===== config.mk =====
export PLATFORM = sky130hd
export DESIGN_NAME = sorted_timer_queue_unit
export DESIGN_NICKNAME = d
export VERILOG_FILES = /design/src/sv/stq_pkg.sv /design/src/sv/stq_front.sv /design/src/sv/stq_back.sv /design/src/sv/sorted_timer_queue_unit.sv
export SDC_FILE = /design/constraint.sdc
export NUM_CORES = 2
export LEC_CHECK = 0
export BUFFER_PORTS_ARGS = -buffer_cell sky130_fd_sc_hd__buf_2
export CAP_MARGIN = 5
export CORE_ASPECT_RATIO = 0.75
export CORE_MARGIN = 2
export CORE_UTILIZATION = 40
export CTS_CLUSTER_SIZE = 14
export DETAILED_ROUTE_END_ITERATION = 7
export GPL_ROUTABILITY_DRIVEN = 0
export RECOVER_POWER = 25
export SYNTH_ARGS = -nofsm -noshare
export SYNTH_HDL_FRONTEND = slang
export SYNTH_SLANG_ARGS = --single-unit

===== constraint.sdc =====
create_clock -name i_clk -period 10.6 [get_ports i_clk]
set_input_delay 2.12 -clock i_clk [delete_from_list [all_inputs] [get_ports i_clk]]
set_output_delay 2.12 -clock i_clk [all_outputs]
set_load 0.02 [all_outputs]

===== src/sv/stq_pkg.sv =====
// Shared constants, command codes and types of the sorted timer queue.
`timescale 1ns / 1ps

package stq_pkg;

    localparam int SLOTS      = 16;
    localparam int TIME_BITS  = 32;
    localparam int ID_W       = 4;
    localparam int ID_COUNT   = 16;
    localparam int DELAY_W    = 32;
    localparam int KIND_W     = 2;
    localparam int STATUS_W   = 2;
    localparam int LEN_W      = $clog2(SLOTS + 1);
    localparam int FIFO_DEPTH = 4;
    localparam int FIFO_AW    = $clog2(FIFO_DEPTH);

    localparam int IN_TDATA_W  = ((ID_W + DELAY_W + 7) / 8) * 8;
    localparam int OUT_TDATA_W = ((STATUS_W + ID_W + 7) / 8) * 8;

    localparam logic [KIND_W-1:0] KIND_TICK  = 2'd0;
    localparam logic [KIND_W-1:0] KIND_START = 2'd1;
    localparam logic [KIND_W-1:0] KIND_STOP  = 2'd2;

    localparam int OP_W = 2;
    localparam logic [OP_W-1:0] OP_TICK  = 2'd0;
    localparam logic [OP_W-1:0] OP_START = 2'd1;
    localparam logic [OP_W-1:0] OP_STOP  = 2'd2;
    localparam logic [OP_W-1:0] OP_NOP   = 2'd3;

    localparam logic [STATUS_W-1:0] ST_OK      = 2'd0;
    localparam logic [STATUS_W-1:0] ST_ACTIVE  = 2'd1;
    localparam logic [STATUS_W-1:0] ST_STOPPED = 2'd2;
    localparam logic [STATUS_W-1:0] ST_ZERO    = 2'd3;

    typedef logic [TIME_BITS-1:0] t_time;

    typedef struct packed {
        logic [OP_W-1:0]    op;
        logic [ID_W-1:0]    id;
        logic [DELAY_W-1:0] delay;
    } t_cmd;

    typedef struct packed {
        logic [LEN_W-1:0] len;
        logic             busy;
    } t_back_stat;

endpackage


===== src/sv/stq_front.sv =====
// Front end: accepts input transactions, classifies them and queues commands.
`timescale 1ns / 1ps

module stq_front (
    input  logic                         i_clk,
    input  logic                         i_rst_n,
    input  logic                         i_valid,
    output logic                         o_ready,
    input  logic [stq_pkg::KIND_W-1:0]   i_kind,
    input  logic [stq_pkg::ID_W-1:0]     i_timer_id,
    input  logic [stq_pkg::DELAY_W-1:0]  i_delay,
    output logic                         o_cmd_valid,
    input  logic                         i_cmd_ready,
    output stq_pkg::t_cmd                o_cmd
);

    stq_pkg::t_cmd                r_fifo [stq_pkg::FIFO_DEPTH];
    logic [stq_pkg::FIFO_AW-1:0]  r_wr_ptr;
    logic [stq_pkg::FIFO_AW-1:0]  r_rd_ptr;
    logic [stq_pkg::FIFO_AW:0]    r_count;
    logic [stq_pkg::FIFO_AW:0]    n_count;
    stq_pkg::t_cmd                w_cmd;
    logic                         w_push;
    logic                         w_pop;

    always_comb begin
        w_cmd.id    = i_timer_id;
        w_cmd.delay = i_delay;
        case (i_kind)
            stq_pkg::KIND_TICK:  w_cmd.op = stq_pkg::OP_TICK;
            stq_pkg::KIND_START: w_cmd.op = stq_pkg::OP_START;
            stq_pkg::KIND_STOP:  w_cmd.op = stq_pkg::OP_STOP;
            default:             w_cmd.op = stq_pkg::OP_NOP;
        endcase
    end

    assign o_ready     = (r_count != (stq_pkg::FIFO_AW + 1)'(stq_pkg::FIFO_DEPTH));
    assign o_cmd_valid = (r_count != '0);
    assign o_cmd       = r_fifo[r_rd_ptr];
    assign w_push      = i_valid && o_ready;
    assign w_pop       = o_cmd_valid && i_cmd_ready;

    always_comb begin
        n_count = r_count;
        if (w_push && !w_pop) begin
            n_count = r_count + 1'b1;
        end else if (w_pop && !w_push) begin
            n_count = r_count - 1'b1;
        end
    end

    always_ff @(posedge i_clk) begin
        if (!i_rst_n) begin
            r_wr_ptr <= '0;
            r_rd_ptr <= '0;
            r_count  <= '0;
        end else begin
            r_count <= n_count;
            if (w_push) begin
                r_wr_ptr <= r_wr_ptr + 1'b1;
            end
            if (w_pop) begin
                r_rd_ptr <= r_rd_ptr + 1'b1;
            end
        end
    end

    always_ff @(posedge i_clk) begin
        if (w_push) begin
            r_fifo[r_wr_ptr] <= w_cmd;
        end
    end

endmodule


===== src/sv/stq_back.sv =====
// Back end: sorted cell array, tick count, command execution and result register.
`timescale 1ns / 1ps

module stq_back (
    input  logic                          i_clk,
    input  logic                          i_rst_n,
    input  logic                          i_cmd_valid,
    output logic                          o_cmd_ready,
    input  stq_pkg::t_cmd                 i_cmd,
    output logic                          o_valid,
    input  logic                          i_ready,
    output logic [stq_pkg::STATUS_W-1:0]  o_status,
    output logic                          o_exp_valid,
    output logic [stq_pkg::ID_W-1:0]      o_exp_id,
    output logic                          o_last,
    output stq_pkg::t_back_stat           o_stat
);

    localparam logic S_IDLE = 1'b0;
    localparam logic S_TICK = 1'b1;

    stq_pkg::t_time                 r_exp [stq_pkg::SLOTS];
    logic [stq_pkg::ID_W-1:0]       r_tid [stq_pkg::SLOTS];
    stq_pkg::t_time                 r_time, n_time;
    logic [stq_pkg::LEN_W-1:0]      r_len, n_len;
    logic [stq_pkg::ID_COUNT-1:0]   r_active, n_active;
    logic                           r_state, n_state;
    logic                           r_out_valid, n_out_valid;
    logic [stq_pkg::STATUS_W-1:0]   r_out_status, n_out_status;
    logic                           r_out_xv, n_out_xv;
    logic [stq_pkg::ID_W-1:0]       r_out_xid, n_out_xid;
    logic                           r_out_last, n_out_last;

    stq_pkg::t_time                 w_new_exp;
    stq_pkg::t_time                 w_delay;
    stq_pkg::t_time                 w_prev_exp [stq_pkg::SLOTS];
    logic [stq_pkg::ID_W-1:0]       w_prev_tid [stq_pkg::SLOTS];
    stq_pkg::t_time                 w_nxt_exp  [stq_pkg::SLOTS];
    logic [stq_pkg::ID_W-1:0]       w_nxt_tid  [stq_pkg::SLOTS];
    logic [stq_pkg::SLOTS-1:0]      w_lt;
    logic [stq_pkg::SLOTS-1:0]      w_lt_sh;
    logic [stq_pkg::SLOTS-1:0]      w_after;
    logic                           w_out_free;
    logic                           w_take;
    logic                           w_head_due;
    logic                           w_next_due;
    logic                           w_insert;
    logic                           w_remove;
    logic                           w_pop;

    assign w_out_free  = !r_out_valid || i_ready;
    assign o_cmd_ready = (r_state == S_IDLE) && w_out_free;
    assign w_take      = i_cmd_valid && o_cmd_ready;
    assign w_delay     = stq_pkg::TIME_BITS'(i_cmd.delay);
    assign w_new_exp   = r_time + w_delay;
    assign w_head_due  = (r_len != '0) && (r_exp[0] <= r_time);
    assign w_next_due  = (r_len > stq_pkg::LEN_W'(1)) && (r_exp[1] <= r_time);

    always_comb begin
        logic [stq_pkg::SLOTS-1:0] v_match;
        logic                      v_acc;
        logic                      v_valid;
        v_acc = 1'b0;
        for (int i = 0; i < stq_pkg::SLOTS; i++) begin
            v_valid    = (stq_pkg::LEN_W'(i) < r_len);
            w_lt[i]    = v_valid && (r_exp[i] < w_new_exp);
            v_match[i] = v_valid && (r_tid[i] == i_cmd.id);
            v_acc      = v_acc | v_match[i];
            w_after[i] = v_acc;
        end
        w_lt_sh = {w_lt[stq_pkg::SLOTS-2:0], 1'b1};
        w_prev_exp[0] = w_new_exp;
        w_prev_tid[0] = i_cmd.id;
        for (int i = 1; i < stq_pkg::SLOTS; i++) begin
            w_prev_exp[i] = r_exp[i-1];
            w_prev_tid[i] = r_tid[i-1];
        end
        for (int i = 0; i < stq_pkg::SLOTS - 1; i++) begin
            w_nxt_exp[i] = r_exp[i+1];
            w_nxt_tid[i] = r_tid[i+1];
        end
        w_nxt_exp[stq_pkg::SLOTS-1] = r_exp[stq_pkg::SLOTS-1];
        w_nxt_tid[stq_pkg::SLOTS-1] = r_tid[stq_pkg::SLOTS-1];
    end

    always_comb begin
        n_time       = r_time;
        n_len        = r_len;
        n_active     = r_active;
        n_state      = r_state;
        n_out_valid  = r_out_valid && !i_ready;
        n_out_status = r_out_status;
        n_out_xv     = r_out_xv;
        n_out_xid    = r_out_xid;
        n_out_last   = r_out_last;
        w_insert     = 1'b0;
        w_remove     = 1'b0;
        w_pop        = 1'b0;
        case (r_state)
            S_IDLE: begin
                if (w_take) begin
                    n_out_xv   = 1'b0;
                    n_out_xid  = '0;
                    n_out_last = 1'b1;
                    case (i_cmd.op)
                        stq_pkg::OP_TICK: begin
                            n_time  = r_time + 1'b1;
                            n_state = S_TICK;
                        end
                        stq_pkg::OP_START: begin
                            n_out_valid = 1'b1;
                            if (r_active[i_cmd.id]) begin
                                n_out_status = stq_pkg::ST_ACTIVE;
                            end else if (w_delay == '0) begin
                                n_out_status = stq_pkg::ST_ZERO;
                            end else if (r_len >= stq_pkg::LEN_W'(stq_pkg::SLOTS)) begin
                                n_out_status = stq_pkg::ST_ACTIVE;
                            end else begin
                                n_out_status       = stq_pkg::ST_OK;
                                w_insert           = 1'b1;
                                n_len              = r_len + 1'b1;
                                n_active[i_cmd.id] = 1'b1;
                            end
                        end
                        stq_pkg::OP_STOP: begin
                            n_out_valid = 1'b1;
                            if (!r_active[i_cmd.id]) begin
                                n_out_status = stq_pkg::ST_STOPPED;
                            end else begin
                                n_out_status       = stq_pkg::ST_OK;
                                w_remove           = 1'b1;
                                n_len              = r_len - 1'b1;
                                n_active[i_cmd.id] = 1'b0;
                            end
                        end
                        default: begin
                            n_out_valid  = 1'b1;
                            n_out_status = stq_pkg::ST_OK;
                        end
                    endcase
                end
            end
            S_TICK: begin
                if (w_out_free) begin
                    n_out_valid  = 1'b1;
                    n_out_status = stq_pkg::ST_OK;
                    if (w_head_due) begin
                        w_pop              = 1'b1;
                        n_len              = r_len - 1'b1;
                        n_active[r_tid[0]] = 1'b0;
                        n_out_xv           = 1'b1;
                        n_out_xid          = r_tid[0];
                        n_out_last         = !w_next_due;
                        if (!w_next_due) begin
                            n_state = S_IDLE;
                        end
                    end else begin
                        n_out_xv   = 1'b0;
                        n_out_xid  = '0;
                        n_out_last = 1'b1;
                        n_state    = S_IDLE;
                    end
                end
            end
            default: begin
                n_state = S_IDLE;
            end
        endcase
    end

    always_ff @(posedge i_clk) begin
        if (!i_rst_n) begin
            r_time      <= '0;
            r_len       <= '0;
            r_active    <= '0;
            r_state     <= S_IDLE;
            r_out_valid <= 1'b0;
        end else begin
            r_time      <= n_time;
            r_len       <= n_len;
            r_active    <= n_active;
            r_state     <= n_state;
            r_out_valid <= n_out_valid;
        end
    end

    always_ff @(posedge i_clk) begin
        r_out_status <= n_out_status;
        r_out_xv     <= n_out_xv;
        r_out_xid    <= n_out_xid;
        r_out_last   <= n_out_last;
        for (int i = 0; i < stq_pkg::SLOTS; i++) begin
            if (w_insert) begin
                if (!w_lt[i]) begin
                    r_exp[i] <= w_lt_sh[i] ? w_new_exp : w_prev_exp[i];
                    r_tid[i] <= w_lt_sh[i] ? i_cmd.id : w_prev_tid[i];
                end
            end else if (w_pop || (w_remove && w_after[i])) begin
                r_exp[i] <= w_nxt_exp[i];
                r_tid[i] <= w_nxt_tid[i];
            end
        end
    end

    assign o_valid     = r_out_valid;
    assign o_status    = r_out_status;
    assign o_exp_valid = r_out_xv;
    assign o_exp_id    = r_out_xid;
    assign o_last      = r_out_last;
    assign o_stat.len  = r_len;
    assign o_stat.busy = (r_state == S_TICK);

endmodule


===== src/sv/sorted_timer_queue_unit.sv =====
// Top level of the sorted timer queue: front end, command queue and back end.
//
//  channel  | dir | tdata                               | tuser           | tlast
//  s_axis   | in  | [3:0] timer_id, [35:4] delay        | [1:0] kind      | -
//  m_axis   | out | [1:0] status, [5:2] expired_id      | [0] exp. valid  | last result
//
// Start, stop and unused kinds are answered in the cycle after they are taken.
// A tick advances the count, then gives one result per expired timer (a single
// one if none expire); the cell array moves one step per cycle while not stalled.
// The four-entry command queue keeps accepting while the back end works.
// Reset (synchronous, active low) clears the count, the queue and the active mask.
// A stalled result register holds the back end; a full command queue holds s_axis.
`timescale 1ns / 1ps

module sorted_timer_queue_unit (
    input  logic                               i_clk,
    input  logic                               i_rst_n,
    input  logic                               s_axis_tvalid,
    output logic                               s_axis_tready,
    input  logic [stq_pkg::IN_TDATA_W-1:0]     s_axis_tdata,   // timer_id, delay
    input  logic [stq_pkg::KIND_W-1:0]         s_axis_tuser,   // kind
    output logic                               m_axis_tvalid,
    input  logic                               m_axis_tready,
    output logic [stq_pkg::OUT_TDATA_W-1:0]    m_axis_tdata,   // status, expired_id
    output logic [0:0]                         m_axis_tuser,   // expired_valid
    output logic                               m_axis_tlast
);

    logic                           w_cmd_valid;
    logic                           w_cmd_ready;
    stq_pkg::t_cmd                  w_cmd;
    stq_pkg::t_back_stat            w_stat;
    logic [stq_pkg::STATUS_W-1:0]   w_status;
    logic [stq_pkg::ID_W-1:0]       w_exp_id;
    logic                           w_exp_valid;

    stq_front u_front (
        .i_clk       (i_clk),
        .i_rst_n     (i_rst_n),
        .i_valid     (s_axis_tvalid),
        .o_ready     (s_axis_tready),
        .i_kind      (s_axis_tuser),
        .i_timer_id  (s_axis_tdata[stq_pkg::ID_W-1:0]),
        .i_delay     (s_axis_tdata[stq_pkg::ID_W +: stq_pkg::DELAY_W]),
        .o_cmd_valid (w_cmd_valid),
        .i_cmd_ready (w_cmd_ready),
        .o_cmd       (w_cmd)
    );

    stq_back u_back (
        .i_clk       (i_clk),
        .i_rst_n     (i_rst_n),
        .i_cmd_valid (w_cmd_valid),
        .o_cmd_ready (w_cmd_ready),
        .i_cmd       (w_cmd),
        .o_valid     (m_axis_tvalid),
        .i_ready     (m_axis_tready),
        .o_status    (w_status),
        .o_exp_valid (w_exp_valid),
        .o_exp_id    (w_exp_id),
        .o_last      (m_axis_tlast),
        .o_stat      (w_stat)
    );

    assign m_axis_tdata = {{(stq_pkg::OUT_TDATA_W - stq_pkg::STATUS_W - stq_pkg::ID_W){1'b0}},
                           w_exp_id, w_status};
    assign m_axis_tuser = w_exp_valid;

    a_len_bound: assert property (@(posedge i_clk) disable iff (!i_rst_n)
        w_stat.len <= stq_pkg::LEN_W'(stq_pkg::SLOTS))
        else $error("queue length beyond slot count");

    a_tick_busy: assert property (@(posedge i_clk) disable iff (!i_rst_n)
        (w_cmd_valid && w_cmd_ready && w_cmd.op == stq_pkg::OP_TICK) |=> w_stat.busy)
        else $error("tick command did not start expiry scan");

    a_plain_last: assert property (@(posedge i_clk) disable iff (!i_rst_n)
        (m_axis_tvalid && !m_axis_tuser[0]) |-> m_axis_tlast)
        else $error("result without expiry not marked last");

endmodule

Word level (Yosys, flattened, before mapping)
Memory sizes are Yosys's and may differ from the RTL's. A register that Yosys moved wholly into a read port is not among the register bits.
Index checks and enable logic that the tools add are counted.
Storage, ports and cells
  bits in registers: 70
  bits in writable memories: 728
  bits of input ports: 46
  output and inout port bits: 12
  memories: 3
Memory list
  u_back.r_exp: depth 16, width 32, read ports 16, clocked after memory_dff 0, write ports 16, RTL line stq_back.sv:22  | stq_pkg::t_time r_exp [stq_pkg::SLOTS];
  u_front.r_fifo: depth 4, width 38, read ports 1, clocked after memory_dff 1, write ports 1, RTL line stq_front.sv:17  | stq_pkg::t_cmd r_fifo [stq_pkg::FIFO_DEPTH];
  u_back.r_tid: depth 16, width 4, read ports 16, clocked after memory_dff 0, write ports 16, RTL line stq_back.sv:23  | logic [stq_pkg::ID_W-1:0] r_tid [stq_pkg::SLOTS];
Cells by class
  $add $sub $neg: 8
  magnitude comparators: 40
  eq/ne operators: 30
  muxes and demuxes: 231
  bitwise operators: 53
  reductions and logical operators: 90
Operators with widths (count)
  $mux 32: 31
  $lt 32x32->1: 16
  $mux 4: 34
  $mux 1: 128
  $mux 16: 7
  $eq 4x4->1: 16
  $le 32x32->1: 2
  $pmux 16 s2: 2
  $logic_and 1x1->1: 58
  $or 1x1->1: 47
  $lt 4x5->1 const A: 8
  $mux 5: 7
  $add 32x1->32 const B: 1
  $add 32x32->32: 1
  $and 16x16->16: 2
  $logic_not 32->1: 1
  $not 16->16: 2
  $lt 3x5->1 const A: 4
  $pmux 5 s2: 2
  $ne 3x3->1 const B: 6
  $logic_or 1x1->1: 17
  $or 16x16->16: 1
  $mux 2: 7
  $pmux 2 s3: 2
  29 further kinds: 50

Depth between registers and ports, before layout
An unclocked memory read counts as a cell.
  word-level depth: 24
  depth in mapped cells: 27
  depth with buffers taken out: 24

Modules after synthesis
A second synthesis with hierarchy kept.
Second synthesis, totals
  cells, all modules: 4889
  area, all modules: 52391.5 µm²
By module, submodules not included
  stq_back: instances 1, cells an instance 4638, area each 46388.2 µm²
  stq_front: instances 1, cells an instance 248, area each 5984.5 µm²
  sorted_timer_queue_unit: instances 1, cells an instance 3, area each 18.8 µm²

Worst setup path after synthesis
Ideal clock, no wire load.
  path kind: reg-to-reg
  start: register with a tool-made name
  end: memory u_back.r_exp[14][0] (netlist name), enable pin
  setup time: 480 ps
  arrival time: 8245 ps
  data required time: 10120 ps
  path slack: 1876 ps
  cell stages (with the launch flop): 27
  buffers on the path: 6
  clock period less this slack: 8724 ps
  cell sequence: dfxtp_1 buf_4 buf_2 mux4_2 ha_1 a21o_1 a221o_1 a31oi_1 a211o_1 a21oi_1 or2_2 clkbuf_1 a21o_1 nor3_1 clkbuf_1 inv_1 ha_1 a21oi_1 nor2b_1 o21ai_0 nand2_1 or2_2 nand4_1 and3_1 buf_2 buf_2 o21ai_0
RTL lines (RTL line)
  end: declaration: stq_back.sv:22

==> results.yml <==
clock_network:
  insertion_delay_ns: 0.69
  ctsHoldBuffers: 0
  clockBufferDepth: 3
  h-tree-depth: 3
  cts_root_buffer: "clkbuf_16"
  cts_buffers: 84
  cts_setup_buffers: 0
  cts_tree: "yes"
  path_clk_slew_ns: 0.06
  cts_resized: 0
  numClockSinks: 800
sta:
  rsz0062_at_grt: "false"
  hold_viol_final: 0
  clock.fmax_mhz: 112
  setup_viol: 0
  final.period_utilization_pct: 84.2
  tns_ns: 0
  post-route-min-period_ns: 8.93
  maxSlewViolCount: 246
  relSlewSlack_pct: -104
  worstMarginPinSlew_ns: 3.06
  finalClockSkew_ns: 0.0232
outcome:
  violations: "capacitance limit, slew limit"
  outcome: "finished, violations left"
finish:
  area_delta_synth_final_pct: 9.47
  nFillCells: 12258
  finalNetCount: 5334
  fin_area_sq_um: 58100
  final_layout_size_suffix_gt1_share_pct: 13.4
  fin_util_pct: 44.3
  fin_cells: 6564
pwr:
  p_sw_share_pct: 41.9
  power_mw: 16.7
  pwr-share-comb_pct: 49.0
  p_int_mw: 9.70
  ir_drop_v: 0.000149
  p_switching_mw: 7.00
  p_per_area_nw_per_um2: 287
  power.share.sequential_pct: 33.0
  p_clk_share_pct: 18.0
  leakagePower_nw: 21.8
hold_path:
  hp-class: "reg -> reg"
global_routing:
  grt_pass1_wl_um: 228000
  antenna_found_initial: 2
  grt_pass1_vias: 37187
  grt_use_total_pct: 21.2
  gr-total-overflow: 0
  grt_max_degree: 76
drt:
  drt_wl_total_um: 146000
  detail_route.iter0.violations: 3528
  dr_total_vias: 38302
  final_antenna_net_count: 0
  dr.pass1.iters: 6
  via_per_inst: 5.84
  drc: 0
  post_drt_wl_per_cell_um: 22.3
synthesis:
  synth-simple-area-share_pct: 9.34
  ys.flop_type: "edfxtp_1"
  ys_warn_count: 0
  synth_seq_cells: 800
  synth_fa_ha_area_share_pct: 13.2
  synth_area_per_cell_sq_um: 11.2
  synthTopCellsByCount: "736 x edfxtp_1, 543 x ha_1, 372 x o21ai_0"
  async_flop_share_pct: 0
  synth_compound_area_share_pct: 13.8
  ys_seq_area_share_pct: 44.0
  synthXorXnorAreaFrac_pct: 2.03
  synth_area_sq_um: 53100
  synth_top_family_by_area: "multiplexers"
  synthMuxAreaShare_pct: 14.2
  synth_top_cell_area_share_pct: 41.6
  synthDistinctLibCells: 79
  yosys.area.top_type: "edfxtp_1"
  synthCells: 4758
  synth_edf_count: 736
  yosysMostFrequentCell: "edfxtp_1"
  synthTopCellsByArea: "edfxtp_1 42%, ha_1 13%, mux2_2 6.6%, mux2i_1 5.7%, o21ai_0 3.5%"
die:
  start_util_pct: 40.4
  coreArea_sq_um: 131000
  ioPinCount: 58
  die_area_sq_um: 136000
  rows: 115
  die_y_um: 320
  die_width_um: 425
placed_design:
  portBuffers: 51
  placedCellCount: 6411
  dpl.hpwl_um: 111000
  placed_area_sq_um: 55500
run:
  cap_violations: 6
setup_path:
  crit_slowest_cell: "dfxtp_2"
  critical_path_class: "reg -> reg"
  start_kind: "flip-flop"
  worstPathRequired_ns: 11.03
  worstPathArrival_ns: 9.36
  cp_max_fo: 23
  crit_top_cell: "a21o_1"
  end_kind: "flip-flop"
  path_buf_inv: 3
  worstPathCellList: "buf_4, mux4_2, ha_1, nand3_1, nor2_1, nand2_1, a21oi_1, o31ai_1, o2bb2ai_1, xnor2_1, inv_1, ha_1, a21o_1, a21o_1, a21o_1, a21o_1, a21oi_1, o21ai_0, a21oi_4, buf_4, mux2_2, mux2_2"
  cp_top_family: "compound AO/OA/AOI/OAI gates"
  cpPeakStageDelay_ns: 0.87
## sequential cells by signal (all words and copies together) (netlist names), named ones only
name                cells
u_back.o_exp_id         4
u_back.o_exp_valid      1
u_back.o_last           1
u_back.o_status         2
u_back.o_valid          1
u_back.r_exp          512
u_back.r_len            5
u_back.r_state          1
u_back.r_tid           64
u_back.r_time          32
u_front.r_count         3
u_front.r_fifo        152
u_front.r_rd_ptr        2
u_front.r_wr_ptr        2
## logic make-up (layout without fill, tap and decap cells)
logic type / Yosys count / after routing
buf+inv: 412 / 461
simple gates: 1037 / 1037
flops: 800 / 800
fa+ha+maj: 564 / 564
compound gates: 1163 / 1163
xor+xnor: 121 / 121
mux: 660 / 660
other cells: 1 / 3
## layout make-up
type	instances	area (sq um)	share of cell area, %
multi-input cells	3547	28300	48.7
well taps	1755	2200	3.78
repair buffers	164	1040	1.79
flip-flops and latches	800	23400	40.2
clock buffers	101	2190	3.76
inverters	146	548	0.943
diodes	1	2.50	0.00430
clock inverters	50	482	0.829
## metal layers
layer / wire length, um / global-route usage, % / vias to the layer above
met4: 2020 / 3.59 / 0
li1: - / - / 18139
met5: 0 / 0 / -
met1: 76600 / 34.5 / 19060
met3: 9140 / 3.77 / 139
met2: 58500 / 28.8 / 964
## final timing paths
kind | endpoint | depth (start not counted) | from | slack (ns)
setup reg to reg | u_back.r_exp[8][15]$_DFFE_PP_ | 22 | flip-flop | 1.67
hold / removal | u_back.o_valid$_SDFF_PN0_ | 2 | u_back.o_valid$_SDFF_PN0_ | 0.50
hold reg to reg | u_back.o_valid$_SDFF_PN0_ | 2 | u_back.o_valid$_SDFF_PN0_ | 0.50
setup / recovery | u_back.r_exp[8][15]$_DFFE_PP_ | 22 | flip-flop | 1.67
## worst reg2reg max path: stages (launching register included)
cell and delay (ns):
dfxtp_2 0.87, buf_4 0.48, mux4_2 0.60, ha_1 0.53
nand3_1 0.20, nor2_1 0.25, nand2_1 0.08, a21oi_1 0.38
o31ai_1 0.22, o2bb2ai_1 0.27, xnor2_1 0.69, inv_1 0.62
ha_1 0.49, a21o_1 0.17, a21o_1 0.21, a21o_1 0.20
a21o_1 0.18, a21oi_1 0.13, o21ai_0 0.24, a21oi_4 0.80
buf_4 0.45, mux2_2 0.37, mux2_2 0.25
## power groups by stage
stage	clock (mW)	combinational, mW	sequential [mW]
final	3.01	8.19	5.50
after floorplan	0	5.70	5.28
after CTS	3.06	8.10	5.49
after global routing	3.17	9.07	5.60
after global placement	0	7.83	5.55
after detailed placement	0	8.04	5.55
## stage by stage
| stage | worst slack, ns | hold WS [ns] |
|---|---|---|
| 2_1_floorplan | 1.88 | 0.463 |
| 3_3_place_gp | 1.57 | 0.479 |
| 3_5_place_dp | 1.58 | 0.494 |
| 4_1_cts | 1.53 | 0.502 |
| 5_1_grt | 0.875 | 0.527 |
| 6_report | 1.67 | 0.502 |
## layout by cell type, fill, tap and decap left out, types with 27 or more instances in the layout
master,instances
o31a_1,30
a21o_1,142
xnor2_1,88
o21a_1,34
clkbuf_16,84
nand2_1,363
mux2_2,313
ha_1,543
clkbuf_1,70
o211ai_1,30
edfxtp_1,736
nor2b_1,53
nand4_1,65
o21ai_0,369
buf_4,107
nand3_1,69
and2_1,28
mux2i_1,302
a31oi_1,43
mux4_2,42
xor2_1,27
nor3_1,85
nor2_1,189
a21oi_1,258
a21boi_0,35
inv_1,145
dfxtp_1,62
nand2b_1,57
Power figures use the tool's default switching activity.
